File: src/sv/rwcw_pkg.sv
// ----------------------------------------------------------------------------
// rwcw_pkg
// Types and constants shared by the RIFF/WAVE chunk walker modules.
// ----------------------------------------------------------------------------
package rwcw_pkg;

  // Tags as they read in a little-endian 32-bit word
  localparam logic [31:0] TAG_RIFF = 32'h4646_4952;
  localparam logic [31:0] TAG_WAVE = 32'h4556_4157;
  localparam logic [31:0] TAG_FMT  = 32'h2074_6D66;
  localparam logic [31:0] TAG_DATA = 32'h6174_6164;

  localparam logic [7:0] MIN_FORMAT_LENGTH_RESET = 8'd14;

  typedef enum logic [2:0] {
    ST_SCAN       = 3'd0,
    ST_FOUND      = 3'd1,
    ST_BAD_RIFF   = 3'd2,
    ST_BAD_WAVE   = 3'd3,
    ST_SHORT      = 3'd4,
    ST_INCOMPLETE = 3'd5,
    ST_IDLE       = 3'd6
  } status_t;

  typedef enum logic [2:0] {
    PH_RIFF = 3'd0,
    PH_LEN  = 3'd1,
    PH_WAVE = 3'd2,
    PH_ID   = 3'd3,
    PH_CLEN = 3'd4,
    PH_BODY = 3'd5,
    PH_DONE = 3'd6
  } phase_t;

  typedef struct packed {
    logic [7:0] data_byte;
    logic       first_byte;
  } item_t;

  typedef struct packed {
    status_t     status;
    logic [31:0] format_offset;
    logic [31:0] data_offset;
    logic [31:0] data_length;
  } result_t;

endpackage

File: src/sv/rwcw_step.sv
// ----------------------------------------------------------------------------
// rwcw_step
// Parser state and the per-byte update; produces one result per byte.
// ----------------------------------------------------------------------------
module rwcw_step (
  input  logic             clk,
  input  logic             rst,
  input  logic             take,
  input  rwcw_pkg::item_t  item,
  input  logic [7:0]       min_format_length,
  output rwcw_pkg::result_t result
);

  rwcw_pkg::phase_t phase, phase_next;
  logic [1:0]  byte_in_word, byte_in_word_next;
  logic [31:0] word_shift, word_shift_next;
  logic [31:0] position, position_next;
  logic [32:0] riff_end, riff_end_next;
  logic [31:0] chunk_tag, chunk_tag_next;
  logic [32:0] body_remaining, body_remaining_next;
  logic        format_seen, format_seen_next;
  logic [31:0] format_start, format_start_next;
  logic [31:0] data_start, data_start_next;
  logic [31:0] data_size, data_size_next;
  logic        data_seen, data_seen_next;

  logic [31:0] word;
  logic        boundary;
  rwcw_pkg::status_t st;

  always_comb begin
    // first_byte restarts from the cleared state
    if (item.first_byte) begin
      phase_next          = rwcw_pkg::PH_RIFF;
      byte_in_word_next   = 2'd0;
      word_shift_next     = '0;
      position_next       = '0;
      riff_end_next       = '0;
      chunk_tag_next      = '0;
      body_remaining_next = '0;
      format_seen_next    = 1'b0;
      format_start_next   = '0;
      data_start_next     = '0;
      data_size_next      = '0;
      data_seen_next      = 1'b0;
    end else begin
      phase_next          = phase;
      byte_in_word_next   = byte_in_word;
      word_shift_next     = word_shift;
      position_next       = position;
      riff_end_next       = riff_end;
      chunk_tag_next      = chunk_tag;
      body_remaining_next = body_remaining;
      format_seen_next    = format_seen;
      format_start_next   = format_start;
      data_start_next     = data_start;
      data_size_next      = data_size;
      data_seen_next      = data_seen;
    end

    st       = rwcw_pkg::ST_SCAN;
    boundary = 1'b0;
    word     = {item.data_byte, word_shift_next[31:8]};

    case (phase_next)
      rwcw_pkg::PH_BODY: begin
        position_next       = position_next + 32'd1;
        body_remaining_next = body_remaining_next - 33'd1;
        boundary            = (body_remaining_next == 33'd0);
      end
      rwcw_pkg::PH_RIFF, rwcw_pkg::PH_LEN, rwcw_pkg::PH_WAVE,
      rwcw_pkg::PH_ID, rwcw_pkg::PH_CLEN: begin
        position_next     = position_next + 32'd1;
        word_shift_next   = word;
        byte_in_word_next = byte_in_word_next + 2'd1;
        if (byte_in_word_next == 2'd0) begin
          case (phase_next)
            rwcw_pkg::PH_RIFF: begin
              if (word != rwcw_pkg::TAG_RIFF) begin
                st         = rwcw_pkg::ST_BAD_RIFF;
                phase_next = rwcw_pkg::PH_DONE;
              end else begin
                phase_next = rwcw_pkg::PH_LEN;
              end
            end
            rwcw_pkg::PH_LEN: begin
              riff_end_next = {1'b0, word} + 33'd8;
              phase_next    = rwcw_pkg::PH_WAVE;
            end
            rwcw_pkg::PH_WAVE: begin
              if (word != rwcw_pkg::TAG_WAVE) begin
                st         = rwcw_pkg::ST_BAD_WAVE;
                phase_next = rwcw_pkg::PH_DONE;
              end else begin
                boundary = 1'b1;
              end
            end
            rwcw_pkg::PH_ID: begin
              chunk_tag_next = word;
              phase_next     = rwcw_pkg::PH_CLEN;
            end
            default: begin
              // chunk length field complete
              body_remaining_next = ({1'b0, word} + 33'd1) & ~33'd1;
              phase_next          = rwcw_pkg::PH_BODY;
              if (chunk_tag_next == rwcw_pkg::TAG_FMT && !format_seen_next) begin
                if (word < {24'd0, min_format_length}) begin
                  st         = rwcw_pkg::ST_SHORT;
                  phase_next = rwcw_pkg::PH_DONE;
                end else begin
                  format_seen_next  = 1'b1;
                  format_start_next = position_next;
                end
              end else if (chunk_tag_next == rwcw_pkg::TAG_DATA &&
                           (!data_seen_next || data_size_next == 32'd0)) begin
                data_seen_next  = 1'b1;
                data_start_next = position_next;
                data_size_next  = word;
                if (format_seen_next) begin
                  st         = rwcw_pkg::ST_FOUND;
                  phase_next = rwcw_pkg::PH_DONE;
                end
              end
              if (phase_next == rwcw_pkg::PH_BODY && body_remaining_next == 33'd0) begin
                boundary = 1'b1;
              end
            end
          endcase
        end
      end
      default: begin
        st = rwcw_pkg::ST_IDLE;
      end
    endcase

    // chunk boundary: next header or end of walk
    if (boundary) begin
      if ({1'b0, position_next} >= riff_end_next) begin
        st = (format_seen_next && data_seen_next) ? rwcw_pkg::ST_FOUND
                                                  : rwcw_pkg::ST_INCOMPLETE;
        phase_next = rwcw_pkg::PH_DONE;
      end else begin
        phase_next = rwcw_pkg::PH_ID;
      end
    end

    result.status = st;
    if (st == rwcw_pkg::ST_FOUND) begin
      result.format_offset = format_start_next;
      result.data_offset   = data_start_next;
      result.data_length   = data_size_next;
    end else begin
      result.format_offset = '0;
      result.data_offset   = '0;
      result.data_length   = '0;
    end
  end

  always_ff @(posedge clk) begin
    if (rst) begin
      phase          <= rwcw_pkg::PH_RIFF;
      byte_in_word   <= 2'd0;
      word_shift     <= '0;
      position       <= '0;
      riff_end       <= '0;
      chunk_tag      <= '0;
      body_remaining <= '0;
      format_seen    <= 1'b0;
      format_start   <= '0;
      data_start     <= '0;
      data_size      <= '0;
      data_seen      <= 1'b0;
    end else if (take) begin
      phase          <= phase_next;
      byte_in_word   <= byte_in_word_next;
      word_shift     <= word_shift_next;
      position       <= position_next;
      riff_end       <= riff_end_next;
      chunk_tag      <= chunk_tag_next;
      body_remaining <= body_remaining_next;
      format_seen    <= format_seen_next;
      format_start   <= format_start_next;
      data_start     <= data_start_next;
      data_size      <= data_size_next;
      data_seen      <= data_seen_next;
    end
  end

  // body skip only entered on a word boundary with bytes left
  assert property (@(posedge clk) disable iff (rst)
    (phase == rwcw_pkg::PH_BODY) |-> (byte_in_word == 2'd0 && body_remaining != 33'd0))
    else $error("body phase with bad counters");

  assert property (@(posedge clk) disable iff (rst)
    (phase == rwcw_pkg::PH_DONE && !item.first_byte) |-> (result.status == rwcw_pkg::ST_IDLE))
    else $error("finished walk not idle");

  assert property (@(posedge clk) disable iff (rst)
    (result.status != rwcw_pkg::ST_FOUND) |->
      (result.format_offset == '0 && result.data_offset == '0 && result.data_length == '0))
    else $error("offsets leaked without found status");

  assert property (@(posedge clk) disable iff (rst)
    (take && result.status != rwcw_pkg::ST_SCAN) |=> (phase == rwcw_pkg::PH_DONE))
    else $error("verdict did not end the walk");

endmodule

File: src/sv/rwcw_obuf.sv
// ----------------------------------------------------------------------------
// rwcw_obuf
// Result register; holds one result until the downstream side takes it.
// ----------------------------------------------------------------------------
module rwcw_obuf (
  input  logic              clk,
  input  logic              rst,
  input  logic              load,
  input  rwcw_pkg::result_t load_data,
  output logic              result_valid,
  input  logic              result_ready,
  output rwcw_pkg::result_t result
);

  always_ff @(posedge clk) begin
    if (rst) begin
      result_valid <= 1'b0;
    end else if (load) begin
      result_valid <= 1'b1;
    end else if (result_ready) begin
      result_valid <= 1'b0;
    end
  end

  always_ff @(posedge clk) begin
    if (load) begin
      result <= load_data;
    end
  end

  assert property (@(posedge clk) disable iff (rst)
    load |=> result_valid)
    else $error("loaded result not presented");

  assert property (@(posedge clk) disable iff (rst)
    (result_valid && !result_ready) |-> !load)
    else $error("result overwritten before transaction");

  assert property (@(posedge clk) disable iff (rst)
    (!load && !result_valid) |=> !result_valid)
    else $error("result valid without load");

endmodule

File: src/sv/riff_wave_chunk_walker_core.sv
// Latency: a result appears in the cycle after its byte is accepted.
// Throughput: one byte per cycle; the parser state updates in a single pass.
// A byte is accepted while the result register is empty or being drained.
// Reset (rst, synchronous) clears the parser to the RIFF tag phase and sets
// min_format_length to 14. first_byte restarts the parser per file.
// ----------------------------------------------------------------------------
// riff_wave_chunk_walker_core
// Streams WAV bytes, walks RIFF chunks, reports fmt/data body offsets.
// ----------------------------------------------------------------------------
module riff_wave_chunk_walker_core (
  input  logic              clk,
  input  logic              rst,
  input  logic              item_valid,
  output logic              item_ready,
  input  rwcw_pkg::item_t   item,
  output logic              result_valid,
  input  logic              result_ready,
  output rwcw_pkg::result_t result,
  input  logic              cfg_valid,
  output logic              cfg_ready,
  input  logic [7:0]        cfg_data
);

  logic              take;
  logic [7:0]        min_format_length;
  rwcw_pkg::result_t step_result;

  assign cfg_ready  = 1'b1;
  assign item_ready = !result_valid || result_ready;
  assign take       = item_valid && item_ready;

  always_ff @(posedge clk) begin
    if (rst) begin
      min_format_length <= rwcw_pkg::MIN_FORMAT_LENGTH_RESET;
    end else if (cfg_valid && cfg_ready) begin
      min_format_length <= cfg_data;
    end
  end

  rwcw_step u_step (
    .clk               (clk),
    .rst               (rst),
    .take              (take),
    .item              (item),
    .min_format_length (min_format_length),
    .result            (step_result)
  );

  rwcw_obuf u_obuf (
    .clk          (clk),
    .rst          (rst),
    .load         (take),
    .load_data    (step_result),
    .result_valid (result_valid),
    .result_ready (result_ready),
    .result       (result)
  );

  assert property (@(posedge clk) disable iff (rst)
    (result_valid && !result_ready) |-> !item_ready)
    else $error("input taken while result stalled");

  assert property (@(posedge clk) disable iff (rst)
    (cfg_valid && cfg_ready) |=> (min_format_length == $past(cfg_data)))
    else $error("config write lost");

  // a stalled result holds until its transaction
  assert property (@(posedge clk) disable iff (rst)
    (result_valid && !result_ready) |=> (result_valid && $stable(result)))
    else $error("stalled result changed");

endmodule

File: config.mk
export PLATFORM = sky130hd
export DESIGN_NAME = riff_wave_chunk_walker_core
export DESIGN_NICKNAME = d
export VERILOG_FILES = /design/src/sv/rwcw_pkg.sv /design/src/sv/rwcw_step.sv /design/src/sv/rwcw_obuf.sv /design/src/sv/riff_wave_chunk_walker_core.sv
export SDC_FILE = /design/constraint.sdc
export NUM_CORES = 1
export LEC_CHECK = 0
export BUFFER_PORTS_ARGS = -buffer_cell sky130_fd_sc_hd__buf_2
export CAP_MARGIN = 0
export CORE_MARGIN = 2
export CORE_UTILIZATION = 30
export DETAILED_ROUTE_END_ITERATION = 7
export GPL_TIMING_DRIVEN = 1
export PLACE_DENSITY = 0.43
export SETUP_SLACK_MARGIN = 0.15
export SLEW_MARGIN = 20
export SYNTH_ARGS = -nofsm -noshare
export SYNTH_HDL_FRONTEND = slang
export SYNTH_SLANG_ARGS = --single-unit
File: constraint.sdc
create_clock -name clk -period 18.71 [get_ports clk]
set_clock_uncertainty 0.2 [all_clocks]
set_input_delay 1.871 -clock clk [delete_from_list [all_inputs] [get_ports clk]]
set_output_delay 1.871 -clock clk [all_outputs]
set_load 0.01 [all_outputs]
-- Yosys cells after proc, flatten, opt, wreduce, memory -nomap -nowiden
Index checks and enable logic that the tools add are counted.
- register bits: 365
- logic and storage cells: 139
- $add $sub $neg: 5
- multiplexer cells: 82
- equality and inequality tests: 11
- reductions and logical operators: 21
- $lt $le $gt $ge: 2
- operators with widths (kind ; count):
    $mux W32 ; 26
    $mux W33 ; 7
    $logic_not A33 Y1 ; 2
    $pmux W33 S2 ; 1
    $ne A32 B31 Y1 const B ; 2
    $mux W3 ; 19
    $add A32 B1 Y33 const B ; 1
    $add A32 B4 Y33 const B ; 1
    $ge A32 B33 Y1 ; 1
    $sub A33 B1 Y33 const B ; 1
    $add A32 B1 Y32 const B ; 1
    $eq A32 B30 Y1 const B ; 1
    $eq A32 B31 Y1 const B ; 1
    $logic_not A32 Y1 ; 1
    $lt A32 B8 Y1 ; 1
    $mux W1 ; 18
    $mux W2 ; 6
    $pmux W3 S4 ; 1
    $eq A3 B3 Y1 const B ; 3
    $pmux W3 S3 ; 1
    $eq A3 B1 Y1 const B ; 2
    $eq A3 B2 Y1 const B ; 2
    $pmux W3 S2 ; 1
    $reduce_or A6 Y1 ; 1
    other kinds (12) ; 20

-- Longest topological paths before layout
Gate-level depths: netlist of the first run.
- word-level depth: 17
- depth in mapped cells: 31
- gate-level depth less buffers: 21

-- Hierarchy
Synthesis of the first run repeated with hierarchy kept, for this count alone.
- cell total of the unflattened synthesis: 2641
- area total of the unflattened synthesis: 20887.5 µm²
- by module, submodules not included (module ; cells an instance ; times used ; area an instance (µm²) ; seq. area each (µm²)):
    rwcw_step ; 2508 ; 1 ; 17555.6 ; 5144.9
    rwcw_obuf ; 103 ; 1 ; 3011.6 ; 2992.9
    riff_wave_chunk_walker_core ; 30 ; 1 ; 320.3 ; 160.2

-- Worst setup path before layout of the first run
Ideal clock, no wire load.
- path type: input to register
- start point: input item[0] in the netlist's numbering
- end point: register u_obuf.result[14] (netlist name)
- library setup time: 0.256 ns
- path buffers: 11
- arrival time: 7.596 ns
- path slack: 10.658 ns
- stages on the path: 31
- cells stage by stage: buf_2 buf_2 buf_2 clkbuf_1 clkbuf_1 clkbuf_1 clkbuf_1 buf_1 buf_1 nor2b_1 ha_1 nand4_1 nor3_1 and4_1 nand4_1 xor2_1 nor2_1 mux2_2 ha_1 a21o_1 a21o_1 a21oi_1 o211ai_1 a21oi_1 a221oi_1 o21bai_1 a211oi_2 o21bai_1 buf_2 buf_6 nor2_1
- RTL lines (what ; line ; text):
    start: declaration ; riff_wave_chunk_walker_core.sv:15 ; input rwcw_pkg::item_t item,
    branches (longest 3 deep; another with $add A32 B1 Y32) ; - ;
    $mux W32 (*) ; - ;
    net u_step.position_next[26] ; rwcw_step.sv:17 ; logic [31:0] position, position_next;
    $ge A32 B33 Y1 (*) ; rwcw_step.sv:138 ; if ({1'b0, position_next} >= riff_end_next) begin
    $mux W3 (*) ; rwcw_step.sv:138 ;
    $mux W3 (*) ; rwcw_step.sv:137 ; if (boundary) begin
    $eq A3 B1 Y1 (*) ; rwcw_step.sv:148 ; if (st == rwcw_pkg::ST_FOUND) begin
Mark *: on every way through the listed nets, which the timed path passes. The select of a mux whose other input is x is not followed.
A chain may end at the register's enable or synchronous reset.

-- Final worst setup path of the first run
- start point: input item[0] in the netlist's numbering
- end point: register u_obuf.result[22] (netlist name)
- word-level cells in the longest chain between the ends: 17
- RTL lines (what):
    branches (longest 17 deep; another with $add A32 B4 Y33)
Parallel ways; which one is timed is not known. The select of a mux whose other input is x is not followed.

==> impl_metrics.toml, run 1 <==
[synthesis]
yosys.area.top_type_share_pct = 26.3
yosysTopAreaCell = "dfxtp_1"
synthTopCellsByCount = "419 x nor2_1, 266 x dfxtp_1, 249 x nand2_1"
yosysWarnings = 0
synthTopCellsByArea = "dfxtp_1 26%, edfxtp_1 15%, nor2_1 7.8%, a22oi_1 6.3%, a21oi_1 4.6%"
avgSynthCellArea_um2 = 8.15
async_flop_share_pct = 0
syn_area_um2 = 20300
syn_nets = 2553
synth.distinct_cells = 78
yosysMostFrequentCell = "nor2_1"
yosysSeqAreaShare_pct = 40.9
ys_seq_elements = 365
synth-edff-count = 99
synth-main-ff-cell = "dfxtp_1"
syn_inst = 2486

[floorplanning]
io_pins = 124
dieHeight_um = 264
initial_core_util_pct = 30.2
rows = 95
die_area_um2 = 69700
core_area_um2 = 67000
die_width_um = 264

[sta]
rsz0062_at_grt = "no"
setup-violations-final = 0
worst_slew_pin_slew_ns = 1.13
finalCritPeriodShare_pct = 41.5
max_clock_freq_mhz = 129
finalCriticalPeriod_ns = 7.76
max_slew_margin_pct = 24.6
tns_ns = 0
hold_violations = 0
drv_slew = 0
hold_ws_ns = 0.252

[clock_tree]
cts_num_sinks = 365
h-tree-depth = 2
holdBufCountCts = 0
clock_path_buffers = 3
postCtsSetupBuffers = 0
numCtsBuffers = 45
cts_repair_resize_count = 0
ctsRootBufferMaster = "clkbuf_16"
clk-insertion-delay-late_ns = 0.60
clk_pin_slew_ns = 0.06
cts_tree = "yes"

[power_and_ir_drop]
total_power_mw = 1.88
power_density_nw_per_um2 = 81.6
p_leak_nw = 7.84
irDropWorstVdd_mv = 0.0569

[worst_hold_path]
hold_path_depth = 2
min_path_type = "flip-flop to flip-flop"
whs_endpoint = "u_step.chunk_tag[14]"
min_from = "u_step.chunk_tag[14]"

[worst_setup_path]
reg2reg_slack_ns = 12.57
reg2reg_to = "u_obuf.result[78]"
worstSetupPathType = "input port to flip-flop"
start_kind = "input port"
r2r-start = "u_step.word_shift[15]"
worst_ep_arrival_time_ns = 7.95
crit_fanout = 131
reg2regPathDepth = 19
cp_data_required_time_ns = 18.90
endpoint_kind = "flip-flop"

[global_route]
grt_first_pass_wirelength_um = 118000
grt.overflow.total = 0
grt_pass1_vias = 18000
antenna_found_initial = 1
grt_max_degree = 132
grt_use_total_pct = 22.0

[drt]
wl_per_cell_um = 23.0
vias = 18900
drcViolationCount = 0
ant_nets = 0
first_pass_iters = 6
drtIter0Drc = 1671
drt-total-wl_um = 78200
viasPerCell = 5.58

[finish]
finish.instance_area_um2 = 23000
layout.nets = 2553
drive_gt1_share_pct = 12.2
fin_util_pct = 34.4
syn2layout_area_growth_pct = 13.7

[placement]
gp_congestion = 0.938
hpwl_um = 52500
placed_cell_area_um2 = 21600
io_buffers = 122

[flow_run]
maxCapViolCount = 0

[status]
status = "finished clean"
-- through the flow --
stage	instances	worst slack (ns)
2_1_floorplan	2486	10.66
3_3_place_gp	3311	10.36
3_5_place_dp	3312	10.46
4_1_cts	3395	11.08
5_1_grt	3395	10.66
6_report	3396	10.95
-- per-layer routing --
metal	vias up	track usage (%)	share of wire, %
li1	8962	-	-
met1	9251	30.4	47
met2	605	35.6	45
met3	117	2.52	5.0
met4	0	7.11	3.1
met5	-	0	0
-- worst max-delay path, cell delays in order --
cell,delay [ns]
buf_6,0.39
buf_12,0.52
clkinv_1,0.18
buf_4,0.26
buf_4,0.31
nand2_1,0.17
ha_1,0.54
or4b_2,0.68
or3_1,0.32
a31oi_1,0.22
nand4_1,0.15
nor4b_1,0.41
nand4_1,0.36
a211oi_2,0.56
nor2_4,0.24
buf_12,0.23
nor4_1,0.27
-- sequential cells by signal (all words and copies together), names as in the netlist --
name and cells:
u_step.format_start 32, u_obuf.result_valid 1, min_format_length 8, u_step.data_seen 1, u_step.byte_in_word 2, u_step.data_size 32, u_step.data_start 32, u_step.phase 3
u_obuf.result 99, u_step.position 32, u_step.chunk_tag 32, u_step.word_shift 24, u_step.riff_end 33, u_step.format_seen 1, u_step.body_remaining 33
-- cell families (layout without fill, tap and decap cells) --
logic type               after synthesis  count (layout)  synth area share [%]
AND/OR/NAND/NOR                     1090            1090                  25.7
other                                  1               2                0.0185
buffers and inverters                251             287                  5.03
multiplexers                          45              45                  2.40
adder cells (fa/ha/maj)               46              46                  2.83
AO/OA/AOI/OAI                        596             596                  19.1
XOR/XNOR                              92              92                  3.98
flip-flops                           365             365                  40.9
-- final cells by class --
type | instances | area (µm²)
Antenna cell | 1 | 2.50
Timing Repair Buffer | 173 | 1030
Clock buffer | 58 | 1200
Fill cell | 7070 | 44000
Clock inverter | 25 | 236
Tap cell | 873 | 1090
Inverter | 31 | 119
Sequential cell | 365 | 8300
Multi-Input combinational cell | 1870 | 11100
-- how the worst max path moves through the flow --
stage / slack [ns] / end / from
detailed placement: 10.46 / u_obuf.result[22] / item[0]
global placement: 10.36 / u_obuf.result[63] / item[0]
global route: 10.66 / u_obuf.result[22] / item[0]
floorplan: 10.66 / u_obuf.result[14] / item[0]
finish: 10.95 / u_obuf.result[22] / item[0]
CTS: 11.08 / u_obuf.result[22] / item[0]
-- cells in the final DEF, fill, tap and decap left out, types with 16 or more instances in the layout --
cell type and n:
o211ai_1 25, o21ai_0 78, or3_1 17, xnor2_1 50, nand4_1 44, clkbuf_16 45
buf_4 49, a21o_1 18, a22oi_1 171, nand2_1 247, a31oi_1 18, nor2_1 415
edfxtp_1 99, a21oi_1 186, nand3_1 56, ha_1 45, buf_2 120, nor3_1 78
dfxtp_1 266, nor3b_1 54, nor4_1 41, xor2_1 42, inv_1 28, nor2b_1 31
mux2_2 29, mux2i_1 16
-- power by group --
group / leakage [nW] / switching (mW) / internal, mW / total, mW
Clock: 0.709 / 0.365 / 0.499 / 0.863
Combinational: 4.00 / 0.121 / 0.0480 / 0.169
Sequential: 3.13 / 0.0176 / 0.829 / 0.847
Total: 7.84 / 0.503 / 1.38 / 1.88
(Power assumes the default switching activity.)
==> run 2: changes to the inputs <==
Settings changed: ABC_AREA set to 1.
Clock period 18.71 ns to 7.3 ns, I/O delays scaled along.
==> run 2 against run 1 <==
Combinational power grew to 4.4 times the previous value. Area after synthesis is 13% higher. First-iteration DRC count grew 5.0%. Via count is 16% higher. Final cell count is 29% higher. Synthesized cell count is 34% higher. Clock power increased to 2.8 times the previous value. Non-clock buffer count fell by 9. Clock-buffer cell count is 1 higher. Register-to-register slack got worse by 11 ns. Die area rose by 12%. Largest power group unchanged. Global-route usage decreased by 0.52 points. Critical path type unchanged.
==> impl_metrics.toml, run 2 <==
[status]
status = "finished clean"

[global_route]
grt_pass1_vias = 20600
grt_use_total_pct = 21.4
grt.overflow.total = 0
grt_max_degree = 168
grt_first_pass_wirelength_um = 130000
antenna_found_initial = 5

[synthesis]
syn_inst = 3333
synth-edff-count = 99
yosysMostFrequentCell = "nand2_1"
syn_nets = 3400
synthTopCellsByArea = "dfxtp_1 23%, edfxtp_1 13%, nand2_1 11%, inv_1 8.2%, o21ai_0 6.7%"
yosys.area.top_type_share_pct = 23.3
synth.distinct_cells = 55
synthTopCellsByCount = "686 x nand2_1, 496 x inv_1, 304 x o21ai_0"
yosysSeqAreaShare_pct = 36.3
async_flop_share_pct = 0
synth-main-ff-cell = "dfxtp_1"
yosysWarnings = 0
syn_area_um2 = 22800
yosysTopAreaCell = "dfxtp_1"
avgSynthCellArea_um2 = 6.85
ys_seq_elements = 365

[power_and_ir_drop]
power_density_nw_per_um2 = 210
total_power_mw = 5.42
p_leak_nw = 11.0
power.internal_mw = 3.84
swShare_pct = 29.1
p_sw_mw = 1.58
combinationalPowerShare_pct = 13.7
pwr-share-seq_pct = 41.4
irDropWorstVdd_mv = 0.149
clock_power_share_pct = 44.9

[worst_setup_path]
cp_data_required_time_ns = 7.41
start_kind = "input port"
worst_ep_arrival_time_ns = 5.79
worstSetupPathType = "input port to flip-flop"
crit_fanout = 96
reg2reg_slack_ns = 1.72
endpoint_kind = "flip-flop"

[finish]
ff_latch_area_um2 = 8300
final_cell_mix = "685 x nand2_1, 494 x inv_1, 304 x o21ai_0"
num-fill-cells = 8162
top_regs = "u_obuf.result x99, u_step.body_remaining x33, u_step.riff_end x33"
largest_register_ffs = 99
finish.instance_area_um2 = 25800
final_common_cell = "nand2_1"
largest_register = "u_obuf.result"
syn2layout_area_growth_pct = 12.8
drive_gt1_share_pct = 10.9
layout.nets = 3420
multiInputGateArea_um2 = 11700

[floorplanning]
core_area_um2 = 75700
die_width_um = 280
initial_core_util_pct = 30.2
rows = 101
io_pins = 124
die_area_um2 = 78300
dieHeight_um = 280

[sta]
layout_setup_ws_ns = 1.62
worst_slew_pin_slew_ns = 1.06
rsz0062_at_grt = "no"
setup-violations-final = 0
finalCriticalPeriod_ns = 5.68
max_clock_freq_mhz = 176
max_slew_margin_pct = 29.3
finalCritPeriodShare_pct = 77.8
hold_ws_ns = 0.151
drv_slew = 0
hold_violations = 0
tns_ns = 0

[placement]
gp_congestion = 0.927
io_buffers = 122
dp_slack_ns = 1.09
hpwl_um = 60900
placed_cell_area_um2 = 24100

[clock_tree]
cts_tree = "yes"
cts_num_sinks = 365
holdBufCountCts = 0
cts_repair_resize_count = 0
ctsRootBufferMaster = "clkbuf_16"
clk-insertion-delay-late_ns = 0.60
h-tree-depth = 2
numCtsBuffers = 47
clk_pin_slew_ns = 0.06
clock_path_buffers = 3
postCtsSetupBuffers = 0

[drt]
viasPerCell = 5.03
drcViolationCount = 0
wl_per_cell_um = 19.5
first_pass_iters = 5
vias = 22000
ant_nets = 0
drtIter0Drc = 1755
drt-total-wl_um = 85300

[flow_run]
maxCapViolCount = 0

[worst_hold_path]
min_path_type = "input port to flip-flop"
[run 2: changes by cell type after synthesis, sizes merged, moves of 39 or more]
cell and delta:
inv +485, nand2 +456, o21ai +228, a22oi -167, nor2 -115, nand3 +92, o211ai +90, a21oi +61
nor3b -50, o22ai +44, xnor2 -39
[run 2: power groups by stage]
stage,sequential [mW],clock [mW],combinational [mW]
final,2.25,2.43,0.740
after global routing,2.26,2.58,0.834
after CTS,2.24,2.50,0.742
after detailed placement,2.29,0,0.739
after global placement,2.29,0,0.744
after floorplan,2.29,0,0.505
[run 2: critical path, stage by stage]
cell and delay [ns]:
buf_4 0.20, inv_6 0.54, nand2_1 0.17, inv_1 0.12
nand3_1 0.15, nor2_1 0.21, nand2_1 0.12, nor2_2 0.25
inv_2 0.07, nor2_2 0.19, nand2_1 0.12, nor2_1 0.12
xor2_1 0.28, o21ai_0 0.22, ha_1 0.39, nand2_1 0.09
nor2_1 0.04, a211oi_1 0.23, nor2_1 0.09, nor2_1 0.11
nand2_1 0.06, nor2_1 0.08, nand3_1 0.22, nand2_2 0.18
nand2_2 0.09, nand2_4 0.07, buf_12 0.39, nor3_1 0.09
[run 2: layout make-up]
type,count,area share (%)
clock inverter,28,1.24
sequential,365,32.2
antenna,3,0.0291
inverter,521,7.65
tap,978,4.75
timing repair buffer,164,3.76
multi-input combinational,2254,45.4
clock buffer,59,4.98
[run 2: routing by layer]
| metal | vias up | routed length, µm | track usage [%] |
|---|---|---|---|
| met5 | - | 0 | 0 |
| met4 | 0 | 1340 | 3.89 |
| met3 | 89 | 4820 | 2.69 |
| met2 | 585 | 37100 | 33.4 |
| met1 | 10300 | 42000 | 31.7 |
| li1 | 11000 | - | - |
[run 2: worst paths after layout]
path | from | to | cells past startpoint
worst max-delay path | item[0] | u_obuf.result[82] | 28
worst min-delay path | cfg_data[3] | min_format_length[3] | 3
worst max register to register | u_step.position[0] | u_obuf.result[82] | 27
worst min register to register | u_step.chunk_tag[11] | u_step.chunk_tag[11] | 2
[run 2: cell families (layout without fill, tap and decap cells)]
family / count (synthesis) / in the layout / synth area share [%]
xor+xnor: 67 / 67 / 2.60
buf+inv: 714 / 772 / 12.6
simple gates: 1351 / 1351 / 26.3
fa+ha+maj: 45 / 45 / 2.47
flops: 365 / 365 / 36.3
compound gates: 790 / 790 / 19.7
other cells: 1 / 4 / 0.0164
[run 2: stage by stage]
| stage | utilization, % | instances |
|---|---|---|
| 2_1_floorplan | - | 3333 |
| 3_3_place_gp | 31.9 | 4282 |
| 3_5_place_dp | 31.9 | 4282 |
| 4_1_cts | 34.0 | 4369 |
| 5_1_grt | 34.0 | 4369 |
| 6_report | 34.0 | 4372 |
